File: src/fl32_pkg.sv
// shared types, constants and the fold function for the fletcher-32 checksum core
package fl32_pkg;

  localparam int unsigned SumW  = 32;
  localparam int unsigned WordW = 16;
  localparam logic [SumW-1:0] SumInit = 32'h0000_ffff;

  // first-sum results handed from the input stage to the second-sum stage
  typedef struct packed {
    logic [SumW-1:0] sum1_raw;    // first sum after this word, before any fold
    logic [SumW-1:0] sum1_final;  // first sum after the final fold (last item only)
    logic            fold_blk;    // block or message-end fold applies on this word
    logic            last;        // final word of the message
  } stage_t;

  // (s & 0xffff) + (s >>> 16), wrapping at 32 bits
  function automatic logic [SumW-1:0] fold(input logic [SumW-1:0] s);
    logic [SumW-1:0] lo;
    logic [SumW-1:0] hi;
    lo = {16'h0000, s[15:0]};
    hi = {{16{s[31]}}, s[31:16]};
    return lo + hi;
  endfunction

endpackage

File: src/fl32_sum2_stage.sv
// second-sum accumulator and registered checksum output
module fl32_sum2_stage (
  input  logic                 clk,
  input  logic                 rst,
  input  logic                 b_valid,
  input  fl32_pkg::stage_t     b,
  output logic                 b_take,
  output logic [31:0]          checksum,
  output logic                 out_valid,
  input  logic                 out_ready
);
  import fl32_pkg::*;

  logic [SumW-1:0] sum2;
  logic [SumW-1:0] sum2_next;
  logic [SumW-1:0] sum2_raw;
  logic [SumW-1:0] sum2_blk;
  logic [SumW-1:0] sum2_final;

  // a non-last item always moves; a last item needs room in the output register
  assign b_take = b_valid && (!b.last || !out_valid || out_ready);

  // second sum update with optional block fold and final fold
  always_comb begin
    sum2_raw   = sum2 + b.sum1_raw;
    sum2_blk   = b.fold_blk ? fold(sum2_raw) : sum2_raw;
    sum2_final = fold(sum2_blk);
    sum2_next  = b.last ? SumInit : sum2_blk;
  end

  // second sum register
  always_ff @(posedge clk) begin
    if (rst) begin
      sum2 <= SumInit;
    end else if (b_take) begin
      sum2 <= sum2_next;
    end
  end

  // output register
  always_ff @(posedge clk) begin
    if (rst) begin
      out_valid <= 1'b0;
    end else if (b_take && b.last) begin
      out_valid <= 1'b1;
    end else if (out_ready) begin
      out_valid <= 1'b0;
    end
  end

  always_ff @(posedge clk) begin
    if (b_take && b.last) begin
      checksum <= {sum2_final[15:0], 16'h0000} | b.sum1_final;
    end
  end

endmodule

File: src/fletcher32_signed_word_checksum_core.sv
// top level of the fletcher-32 checksum core over signed 16-bit words
//
// Input channel: word (signed 16 bits) and last, with in_valid / in_ready.
// Output channel: checksum (32 bits) with out_valid / out_ready; one item
// leaves for each input item that has last set, none for the others.
// Each accepted word updates the first sum and its final fold, the block
// word count and the block fold at once; from the stage register the second
// sum and its final fold are done and, for a last word, the checksum is
// loaded into the output register.
// Throughput is one word per cycle while no last word waits for the output
// register; the second-sum loop sits behind the first-sum loop.
// A finished checksum waiting in the output register does not stop input:
// further non-last words keep flowing; only a second last word waits for
// the output register to empty, which then backs up in_ready.
// Reset (rst, synchronous) sets both sums to 0xffff, clears the block count
// and empties the pipeline and the output register.
module fletcher32_signed_word_checksum_core #(
  parameter int unsigned BLOCK_WORDS = 360
) (
  input  logic               clk,
  input  logic               rst,
  input  logic signed [15:0] word,
  input  logic               last,
  input  logic               in_valid,
  output logic               in_ready,
  output logic [31:0]        checksum,
  output logic               out_valid,
  input  logic               out_ready
);
  import fl32_pkg::*;

  localparam int unsigned CntW = $clog2(BLOCK_WORDS + 1);

  logic [SumW-1:0] sum1;
  logic [SumW-1:0] sum1_next;
  logic [SumW-1:0] sum1_raw;
  logic [SumW-1:0] sum1_blk;
  logic [CntW-1:0] block_count;
  logic [CntW-1:0] block_count_next;
  logic [CntW-1:0] cnt_inc;
  logic            fold_blk;
  logic            in_take;
  logic            b_valid;
  logic            b_take;
  stage_t          b;
  stage_t          b_next;

  assign in_ready = !b_valid || b_take;
  assign in_take  = in_valid && in_ready;

  // first sum, block count and block fold for the incoming word
  always_comb begin
    cnt_inc  = block_count + CntW'(1);
    fold_blk = (cnt_inc >= CntW'(BLOCK_WORDS)) || last;
    sum1_raw = sum1 + {{(SumW-WordW){word[WordW-1]}}, word};
    sum1_blk = fold_blk ? fold(sum1_raw) : sum1_raw;
    sum1_next        = last ? SumInit : sum1_blk;
    block_count_next = fold_blk ? '0 : cnt_inc;
    b_next.sum1_raw   = sum1_raw;
    b_next.sum1_final = fold(sum1_blk);
    b_next.fold_blk   = fold_blk;
    b_next.last       = last;
  end

  // first sum and block count registers
  always_ff @(posedge clk) begin
    if (rst) begin
      sum1        <= SumInit;
      block_count <= '0;
    end else if (in_take) begin
      sum1        <= sum1_next;
      block_count <= block_count_next;
    end
  end

  // stage register toward the second-sum unit
  always_ff @(posedge clk) begin
    if (rst) begin
      b_valid <= 1'b0;
    end else if (in_take) begin
      b_valid <= 1'b1;
    end else if (b_take) begin
      b_valid <= 1'b0;
    end
  end

  always_ff @(posedge clk) begin
    if (in_take) begin
      b <= b_next;
    end
  end

  fl32_sum2_stage u_sum2 (
    .clk       (clk),
    .rst       (rst),
    .b_valid   (b_valid),
    .b         (b),
    .b_take    (b_take),
    .checksum  (checksum),
    .out_valid (out_valid),
    .out_ready (out_ready)
  );

endmodule
File: config.mk
export PLATFORM = sky130hd
export DESIGN_NAME = fletcher32_signed_word_checksum_core
export DESIGN_NICKNAME = d
export VERILOG_FILES = /design/src/fl32_pkg.sv /design/src/fl32_sum2_stage.sv /design/src/fletcher32_signed_word_checksum_core.sv
export SDC_FILE = /design/constraint.sdc
export NUM_CORES = 1
export LEC_CHECK = 0
export ABC_AREA = 1
export BUFFER_PORTS_ARGS = -buffer_cell sky130_fd_sc_hd__buf_2
export CAP_MARGIN = 15
export CORE_UTILIZATION = 40
export DETAILED_ROUTE_END_ITERATION = 12
export PLACE_DENSITY = 0.58
export SETUP_SLACK_MARGIN = 0.02
export SLEW_MARGIN = 20
export SYNTH_ARGS = -nofsm -noshare
export SYNTH_HDL_FRONTEND = slang
export SYNTH_HIERARCHICAL = 1
export SYNTH_SLANG_ARGS = --single-unit
File: constraint.sdc
create_clock -name clk -period 7 [get_ports clk]
set_clock_uncertainty 0.15 [all_clocks]
set_input_delay 1.05 -clock clk [delete_from_list [all_inputs] [get_ports clk]]
set_output_delay 1.05 -clock clk [all_outputs]
set_load 0.02 [all_outputs]
==> results of run 1 <==
## logic make-up after synthesis
group                    Yosys count  share of synthesized area [%]
AO/OA/AOI/OAI                    362                           15.2
XOR/XNOR                          75                           4.99
adder cells (fa/ha/maj)          135                           13.0
buffers and inverters            270                           8.01
flip-flops                       159                           30.2
AND/OR/NAND/NOR                  850                           28.5
## cell usage after synthesis (3+ instances only)
cell,instances
nor4_1,4
or2_2,16
clkbuf_1,23
buf_1,3
nand3_1,112
inv_2,7
o211ai_1,4
o21bai_1,11
nand2_1,495
o31ai_1,4
edfxtp_1,84
dfxtp_1,75
a21oi_1,183
o21ai_1,8
ha_1,129
o21ai_0,90
nor2_1,109
inv_1,228
a21boi_0,3
nor2_2,6
a21o_1,13
nand3b_1,11
o2111ai_1,3
a31oi_1,12
nand4_1,19
nor3_1,15
nor2_4,4
a21oi_2,14
or2_0,5
xor2_1,41
or2_1,3
fa_1,6
nand2_2,20
buf_2,3
xnor2_1,33
o21ai_2,4
and2_1,4
nand3_2,19
## worst max-delay path: cells and delay by family, from the launching register on
family	cells	cell delay, ns
and+or+nand+nor	11	1.58
adders and majority gates	5	1.58
AOI/OAI and AO/OA	11	2.33
DFF	1	0.41
buffers and inverters	3	0.25
## state kept, by name, indices dropped and copies added, names as in the netlist
name and cells:
b 52, b_valid 1, block_count 9, u_sum2/out_valid 1, u_sum2/sum2 32, u_sum2/checksum 32
sum1 32
## power by group
part           switching [mW]  internal, mW
Combinational            2.78          1.71
Sequential             0.0808          1.27
Clock                   0.473         0.478
Total                    3.34          3.46
## how the worst min path moves through the flow
stage                              end  slack, ns  cells after the start
floorplan           u_sum2/checksum[0]       0.25                      0
global placement    u_sum2/checksum[8]       0.26                      0
finish              u_sum2/checksum[8]       0.27                      0
global route        u_sum2/checksum[8]       0.28                      0
CTS                 u_sum2/checksum[8]       0.27                      0
detailed placement  u_sum2/checksum[8]       0.26                      0
## metal layers
layer	vias to the layer above	part of all wire (%)	global-route usage (%)
met2	324	48	44.8
met3	91	3.7	3.02
met4	0	4.6	12.3
li1	6520	-	-
met1	5964	43	30.8
met5	-	0	0
## final cells by class
type / instances / area [sq um] / area share [%]
multi-input combinational: 1422 / 8250 / 53.2
sequential: 159 / 4020 / 25.9
timing repair buffer: 179 / 1210 / 7.79
inverter: 235 / 882 / 5.69
tap: 442 / 553 / 3.57
clock buffer: 17 / 425 / 2.74
clock inverter: 15 / 169 / 1.09
## stage by stage
step / total power, mW / setup WS, ns / hold WS [ns]
detailed placement: 5.79 / -0.0843 / 0.257
global placement: 5.76 / -0.0312 / 0.257
finish: 6.79 / 0.442 / 0.266
global route: 7.40 / 0.0300 / 0.277
floorplan: 4.40 / 0.272 / 0.250
CTS: 6.78 / 0.378 / 0.269
==> results by group, run 1 <==
Yosys
  – Ys async rst share: 0%
  – Yosys warnings: 6
  – Post-synth EDFFs: 84
  – Primary FF master, synth: edfxtp_1
  – Top post-synthesis cells by area: edfxtp_1 19%, nand2_1 14%, ha_1 12%, dfxtp_1 11%, a21oi_1 6.9%
  – Cell taking the most area after synthesis: edfxtp_1
  – Mapped cell area: about 13000 sq um
  – Post-Synthesis Cells: between 1500 and 2000
  – Netlist cell types: a little under 60
  – FF+latch count, synth: around 160
  – Net count after synthesis: around 2000
  – Register area share after synthesis: a little under a third
  – Share of the synthesized area in the top cell type: between 10% and 20%
  – Syn_area_per_cell: around 7.2 sq um

Cells and area
  – Most frequent cells in the layout: 495 x nand2_1, 227 x inv_1, 183 x a21oi_1, 129 x ha_1, 125 x buf_4
  – Share of layout cells above drive strength 1: between 15 and 20%
  – Final Non-Filler Cells: about 2500
  – Area Growth Syn to Fin: 16.4%
  – Commonest non-fill, non-tap cell in the layout: nand2_1
  – Final nets: roughly 2200
  – Antenna Cells: 0
  – Filler cells: roughly 3300
  – Final instance area: between 15000 and 20000 sq um
  – Final design utilization: a little under half

Clocking
  – Resized Gates After CTS: 0
  – CTS buffer count: 17
  – Reg clk slew, reported paths: about 0.070 ns
  – Post-CTS Setup Repair Bufs: 0
  – Clock Sinks: 159
  – Clock Latency Late Sink: approximately 0.46 ns
  – Clk root buf: clkbuf_16
  – H-tree Lvls: 4
  – Post-CTS Hold Buffers: 0
  – TritonCTS clock tree: built
  – CTS Buffer Depth: 2

Critical path
  – WP data arrival: 6.61 ns
  – Reg2Reg Setup Slack: 0.44 ns
  – Worst-path fanout max: 5
  – Worst reg2reg startpoint: b[45]
  – FF-to-FF End: u_sum2/checksum[28]
  – CP most frequent cell: nand2_1
  – CP startpoint: b[45]
  – Critical path's slowest cell: edfxtp_1
  – CP Capture Type: flip-flop
  – R2R cell count: 30
  – Slowest stage delay, CP: a little over 0.4 ns
  – CP endpoint: u_sum2/checksum[28]
  – Req. time, crit path: ~7.1 ns
  – CP startpoint kind: flip-flop
  – CP Class: flip-flop to flip-flop

Timing
  – TNS Setup: 0 ns
  – FMAX: between 150 and 200 MHz
  – Max Slew Vio Count: 0
  – Ratio of final minimum period to clock period: a little over nine tenths
  – Setup Viol. Count Final: 0
  – RSZ-0062 raised after global routing: no
  – Min Tclk post-route: 6.56 ns
  – Worst-Margin Slew: ~0.9 ns
  – Hold Fails Final Rpt: 0
  – Max-slew headroom: 39.7%

Place
  – Post-DP HPWL: 34400 microns
  – Placer Congestion: 0.951
  – Placement-stage cell area: around 15000 sq um
  – Port Buffer Count: 54
  – Placed cells: roughly 2400

Routing
  – Vias/cell: approximately 5.2
  – Post-route ant nets: 0
  – Routed len/inst: ~17 microns
  – Total Wirelength: approximately 42000 microns
  – First-pass DRT Iterations: 6
  – DRC: 0
  – Via count: between 10000 and 15000
  – Drt first-iter violations: around 810

Floorplan
  – Die Y: ~180 microns
  – Area of the core: ~33000 sq um
  – Die Wd: 184 microns
  – Die ar.: between 30000 and 40000 sq um
  – Initial core utilization: ~40%
  – FP Rows: between 60 and 70
  – IO Count: 55

Hold path
  – Hold Path Origin: b[10]
  – Hold crit path type: flip-flop to flip-flop

Power
  – VDD IR-drop max: about 0.00021 V
  – PD cells: approximately 440 nW/um^2
  – Leak pwr: between 7 and 8 nW

Global route
  – Vias in the first global route: about 12000
  – Total congestion overflow: 0
  – GRT Overall Usage: 25.5%
  – Pin count of the biggest net entering global routing: 59
  – First-pass GRT wire length: 65900 microns
  – Initial antenna violation count: 0

Run status
  – Status: finished, final reports clean

Flow run
  – Max_cap viols: 0
Power figures use the tool's default switching activity.
==> run 2, diff against run 1 <==
--- a/config.mk
+++ b/config.mk
@@ -10,7 +10,7 @@
 export CAP_MARGIN = 15
 export CORE_UTILIZATION = 40
 export DETAILED_ROUTE_END_ITERATION = 12
-export PLACE_DENSITY = 0.58
+export PLACE_DENSITY = 0.56
 export SETUP_SLACK_MARGIN = 0.02
 export SLEW_MARGIN = 20
 export SYNTH_ARGS = -nofsm -noshare
==> constraint.sdc (replaced) <==
create_clock -name clk -period 7.8 [get_ports clk]
set_clock_uncertainty 0.15 [all_clocks]
set_input_delay 1.17 -clock clk [delete_from_list [all_inputs] [get_ports clk]]
set_output_delay 1.17 -clock clk [all_outputs]
set_load 0.02 [all_outputs]
==> results by group, run 2 (same netlist as run 1, synthesis figures left out) <==
Cells and area
  – Share of layout cells above drive strength 1: 11.5% (-4.0 points)
  – Multi-input logic area: 8230 sq um (-0.23%)
  – Filler cells: 3421 (+2.2%)
  – Antenna Cells: 0 (unchanged)
  – Largest Register: b
  – Final nets: 2084 (-4.0%)
  – Most frequent cells in the layout: 495 x nand2_1, 227 x inv_1, 183 x a21oi_1, 129 x ha_1, 112 x nand3_1
  – Final instance area: 14800 sq um (-4.4%)
  – Area Growth Syn to Fin: 11.4%
  – Max FFs per register: 52 (unchanged)
  – Area of all sequential standard cells: 4020 sq um (unchanged)
  – Commonest non-fill, non-tap cell in the layout: nand2_1

Clocking
  – Clock Sinks: 159 (unchanged)
  – TritonCTS clock tree: built
  – Post-CTS Setup Repair Bufs: 0 (unchanged)
  – H-tree Lvls: 4 (unchanged)
  – CTS Buffer Depth: 2 (unchanged)
  – Clock Latency Late Sink: 0.45 ns (about the same)
  – Post-CTS Hold Buffers: 0 (unchanged)
  – Clk root buf: clkbuf_16
  – Reg clk slew, reported paths: 0.07 ns (about the same)
  – Resized Gates After CTS: 0 (unchanged)
  – CTS buffer count: 17 (unchanged)

Critical path
  – Req. time, crit path: 7.86 ns (+0.81 ns)
  – Critical path's slowest cell: ha_1
  – Worst-path fanout max: 13 (+8)
  – CP startpoint kind: input port
  – CP Class: input port to flip-flop
  – Critical path buffer and inverter count: 4 (+1)
  – Slowest stage delay, CP: 0.39 ns (-0.02 ns)
  – WP data arrival: 7.20 ns (+0.59 ns)
  – CP Capture Type: flip-flop
  – Crit-path leading delay family: compound AO/OA/AOI/OAI gates

Timing
  – Final worst slack: 0.658 ns (+0.216 ns)
  – Worst-Margin Slew: 0.831 ns (-0.0726 ns)
  – Ratio of final minimum period to clock period: roughly nine tenths
  – TNS Setup: 0 ns (unchanged)
  – Max Slew Vio Count: 0 (unchanged)
  – Max-slew headroom: 44.2% (+4.5 points)
  – FMAX: ~140 MHz
  – Hold Fails Final Rpt: 0 (unchanged)
  – Min Tclk post-route: just over 7 ns
  – RSZ-0062 raised after global routing: no
  – Setup Viol. Count Final: 0 (unchanged)

Routing
  – Post-route ant nets: 0 (unchanged)
  – Drt first-iter violations: 742 (-7.8%)
  – Routed len/inst: 17.8 microns (+4.1%)
  – First-pass DRT Iterations: 6 (unchanged)
  – Vias/cell: 5.19 (-0.57%)
  – Total Wirelength: 42400 microns (+0.45%)
  – DRC: 0 (unchanged)
  – Via count: 12400 (-4.0%)

Floorplan
  – IO Count: 55 (unchanged)
  – Die ar.: 34000 sq um (unchanged)
  – Die Y: 184 microns (unchanged)
  – FP Rows: 66 (unchanged)
  – Die Wd: 184 microns (unchanged)
  – Initial core utilization: 40.8% (unchanged)
  – Area of the core: 32600 sq um (unchanged)

Place
  – Placement-stage cell area: 14300 sq um (-4.3%)
  – Post-DP HPWL: 34000 microns (-1.2%)
  – Pre-CTS WS: 0.190 ns (+0.274 ns)
  – Port Buffer Count: 54 (unchanged)
  – Placer Congestion: 1.01 (+6.5%)

Global route
  – GRT Overall Usage: 25.7% (+0.14 points)
  – First-pass GRT wire length: 65700 microns (-0.27%)
  – Pin count of the biggest net entering global routing: 70 (+19%)
  – Initial antenna violation count: 0 (unchanged)
  – Vias in the first global route: 12000 (-2.9%)
  – Total congestion overflow: 0 (unchanged)

Flow run
  – Max_cap viols: 0 (unchanged)

Power
  – Leak pwr: 6.98 nW (-5.7%)
  – PD cells: 394 nW/um^2 (-10%)
  – VDD IR-drop max: 0.000185 V (-13%)

Run status
  – Status: finished, final reports clean

Hold path
  – Hold crit path type: flip-flop to flip-flop
-- run 2: power breakdown --
| part | switching, mW | leakage [nW] | total, mW | internal [mW] |
|---|---|---|---|---|
| Sequential | 0.0716 | 1.40 | 1.21 | 1.14 |
| Combinational | 2.43 | 5.29 | 3.77 | 1.34 |
| Clock | 0.411 | 0.282 | 0.864 | 0.453 |
| Total | 2.91 | 6.98 | 5.85 | 2.93 |
-- run 2: final timing paths --
| path | start | to | slack [ns] | cells past startpoint |
|---|---|---|---|---|
| worst min-delay path | b[17] | u_sum2/checksum[15] | 0.27 | 0 |
| worst max-delay path | word[15] | b[18] | 0.66 | 36 |
| worst min register to register | b[17] | u_sum2/checksum[15] | 0.27 | 0 |
| worst max register to register | b[45] | u_sum2/checksum[28] | 0.91 | 30 |
-- run 2: worst register-to-register path, delay by kind of cell, from the launching register on --
family | cells | cell delay [ns]
buffers and inverters | 3 | 0.29
adders and majority gates | 5 | 1.62
and+or+nand+nor | 11 | 1.59
AOI/OAI and AO/OA | 11 | 2.59
DFF | 1 | 0.41
-- run 2: area by class of cell --
class / count / area share (%)
clock buffer: 18 / 2.89
sequential: 159 / 27.1
inverter: 235 / 5.95
multi-input combinational: 1422 / 55.5
tap: 442 / 3.73
clock inverter: 14 / 1.02
timing repair buffer: 93 / 3.81
-- run 2: metrics by stage --
stage	utilization [%]	cells	power, mW	hold WS [ns]
6_report	45.5	2383	5.85	0.271
5_1_grt	45.5	2383	6.39	0.272
4_1_cts	45.5	2383	5.87	0.273
3_5_place_dp	43.7	2351	4.97	0.257
3_3_place_gp	43.7	2351	4.97	0.254
2_1_floorplan	-	1851	3.95	0.250
-- run 2: per-layer routing --
layer | vias up | wire, microns | track usage, %
met1 | 5702 | 18400 | 30.3
met4 | 0 | 1720 | 12.1
met5 | - | 0 | 0
met2 | 282 | 20900 | 46.1
li1 | 6327 | - | -
met3 | 68 | 1340 | 2.88
==> run 3, diff against run 2 <==
--- a/config.mk
+++ b/config.mk
@@ -8,10 +8,10 @@
 export ABC_AREA = 1
 export BUFFER_PORTS_ARGS = -buffer_cell sky130_fd_sc_hd__buf_2
 export CAP_MARGIN = 15
+export CORE_MARGIN = 5
 export CORE_UTILIZATION = 40
 export DETAILED_ROUTE_END_ITERATION = 12
 export PLACE_DENSITY = 0.56
-export SETUP_SLACK_MARGIN = 0.02
 export SLEW_MARGIN = 20
 export SYNTH_ARGS = -nofsm -noshare
 export SYNTH_HDL_FRONTEND = slang
==> results by group, run 3 (same netlist as run 1, synthesis figures left out) <==
Place
  – Port Buffer Count: 54 (unchanged)
  – Placed cells: 2344 (-0.30%)
  – Post-DP HPWL: 33700 microns (-1.0%)
  – Placement-stage cell area: 14200 sq um (-0.37%)
  – Placer Congestion: 0.996 (-1.7%)

Routing
  – Drt first-iter violations: 817 (+10%)
  – First-pass DRT Iterations: 5 (-1)
  – Vias/cell: 5.24 (+0.97%)
  – Routed len/inst: 17.7 microns (-0.32%)
  – Total Wirelength: 42200 microns (-0.61%)
  – Post-route ant nets: 0 (unchanged)
  – DRC: 0 (unchanged)
  – Via count: 12500 (+0.67%)

Cells and area
  – Largest Register: b
  – Final Non-Filler Cells: 2376 (-0.29%)
  – Final instance area: 14800 sq um (-0.11%)
  – Area Growth Syn to Fin: 11.2%
  – Share of layout cells above drive strength 1: 11.2% (-0.27 points)
  – Antenna Cells: 0 (unchanged)
  – Final nets: 2077 (-0.34%)
  – Commonest non-fill, non-tap cell in the layout: nand2_1
  – Max FFs per register: 52 (unchanged)
  – Most frequent cells in the layout: 495 x nand2_1, 227 x inv_1, 183 x a21oi_1, 129 x ha_1, 112 x nand3_1

Timing
  – TNS Setup: 0 ns (unchanged)
  – Setup Viol. Count Final: 0 (unchanged)
  – Max Slew Vio Count: 0 (unchanged)
  – RSZ-0062 raised after global routing: no
  – Max-slew headroom: 43.3% (-0.90 points)
  – Hold Fails Final Rpt: 0 (unchanged)
  – Worst-Margin Slew: 0.850 ns (+0.0199 ns)
  – Min Tclk post-route: 7.10 ns (-0.0402 ns)
  – Ratio of final minimum period to clock period: 91.1% (-0.52 points)
  – FMAX: 141 MHz (+0.57%)

Clocking
  – H-tree Lvls: 4 (unchanged)
  – Clock Latency Late Sink: 0.46 ns (about the same)
  – Reg clk slew, reported paths: 0.07 ns (about the same)
  – Resized Gates After CTS: 0 (unchanged)
  – Post-CTS Setup Repair Bufs: 0 (unchanged)
  – CTS Buffer Depth: 2 (unchanged)
  – Clk root buf: clkbuf_16
  – Post-CTS Hold Buffers: 0 (unchanged)
  – CTS buffer count: 17 (unchanged)
  – Clock Sinks: 159 (unchanged)
  – TritonCTS clock tree: built

Hold path
  – Hold Path Origin: b[3]
  – Hold crit path type: flip-flop to flip-flop

Floorplan
  – Die Wd: 192 microns (+4.3%)
  – FP Rows: 66 (unchanged)
  – IO Count: 55 (unchanged)
  – Initial core utilization: 40.7% (-0.10 points)
  – Area of the core: 32700 sq um (+0.25%)
  – Die ar.: 37100 sq um (+8.9%)
  – Die Y: 192 microns (+4.3%)

Critical path
  – Slowest stage delay, CP: 0.37 ns (-0.02 ns)
  – CP Capture Type: flip-flop
  – Req. time, crit path: 7.86 ns (about the same)
  – Worst reg2reg startpoint: b[45]
  – Critical path's slowest cell: ha_1
  – CP startpoint: word[15]
  – CP startpoint kind: input port
  – WP data arrival: 7.16 ns (-0.04 ns)
  – Critical path buffer and inverter count: 4 (unchanged)
  – Worst-path fanout max: 6 (-7)
  – Crit-path leading delay family: compound AO/OA/AOI/OAI gates
  – CP Class: input port to flip-flop

Flow run
  – Max_cap viols: 0 (unchanged)

Run status
  – Status: finished, final reports clean

Global route
  – Pin count of the biggest net entering global routing: 70 (unchanged)
  – Met1 Track Usage GR: 28.2% (-2.1 points)
  – GR Layer Usage met2: 40.4% (-5.7 points)
  – GRT Overall Usage: 23.0% (-2.6 points)
  – Initial antenna violation count: 0 (unchanged)
  – Met3 Resource Use GR: 3.40% (+0.52 points)
  – Vias in the first global route: 12200 (+1.7%)
  – Top Usage Layer GRT: met2
  – Total congestion overflow: 0 (unchanged)
  – First-pass GRT wire length: 66000 microns (+0.47%)

Power
  – Leak pwr: 6.96 nW (-0.29%)
  – Reg power frac: 20.7% (about the same)
  – PD cells: 396 nW/um^2 (+0.42%)
  – Switching Share: 49.9% (about the same)
  – Gate power share: 63.8% (-0.7 points)
  – Clk pwr share: 15.5% (+0.7 points)
  – Psw: 2.92 mW (+0.36%)
  – VDD IR-drop max: 0.000189 V (+2.3%)
  – Power Internal: 2.94 mW (+0.26%)
==> run 3: changes by cell type in the layout (fill, tap and decap cells not counted) <==
cell        delta
bufinv_16      +1
buf_2          +1
inv_8          +1
clkinv_4       -1
clkinvlp_4     +1
clkinv_8       +1
clkbuf_4       -1
inv_6          -1
clkinv_2       -1
clkbuf_1       -1
buf_4          -7
==> run 3: stage by stage <==
step / power (mW) / setup slack [ns] / hold slack (ns) / util (%)
after global routing: 6.43 / 0.0418 / 0.282 / 45.3
after detailed placement: 4.94 / 0.283 / 0.259 / 43.4
after floorplan: 3.95 / 0.952 / 0.250 / -
after global placement: 4.93 / 0.377 / 0.258 / 43.4
after CTS: 5.88 / 0.752 / 0.276 / 45.3
final: 5.86 / 0.698 / 0.273 / 45.3
==> run 3: per-layer routing <==
layer  vias up  routed length [microns]
met5         -                        0
met4         0                     1840
met3        77                     1650
met1      5764                    18300
met2       303                    20400
li1       6318                        -
==> run 3: final timing paths <==
check,slack [ns],cells after the start,end
setup reg to reg,1.06,30,u_sum2/checksum[28]
setup / recovery,0.70,36,b[18]
hold / removal,0.27,0,u_sum2/checksum[1]
hold reg to reg,0.27,0,u_sum2/checksum[1]
==> run 3: power groups by stage <==
stage               Clock [mW]  Sequential (mW)  Combinational [mW]
CTS                      0.932             1.22                3.73
detailed placement           0             1.24                3.70
global route             0.968             1.23                4.23
global placement             0             1.23                3.70
floorplan                    0             1.23                2.71
finish                   0.909             1.21                3.74
==> run 3: worst register-to-register path: cells and delay by family, from the launching register on <==
kind | cells | cell delay [ns]
flip-flops | 1 | 0.43
buffers and inverters | 3 | 0.25
AND/OR/NAND/NOR | 11 | 1.61
adder cells (fa/ha/maj) | 5 | 1.57
AO/OA/AOI/OAI | 11 | 2.47
==> run 3: layout make-up <==
class	count	area [sq um]
Clock buffer	17	425
Clock inverter	15	194
Fill cell	3394	17900
Inverter	235	882
Multi-Input combinational cell	1422	8230
Sequential cell	159	4020
Tap cell	442	553
Timing Repair Buffer	86	510
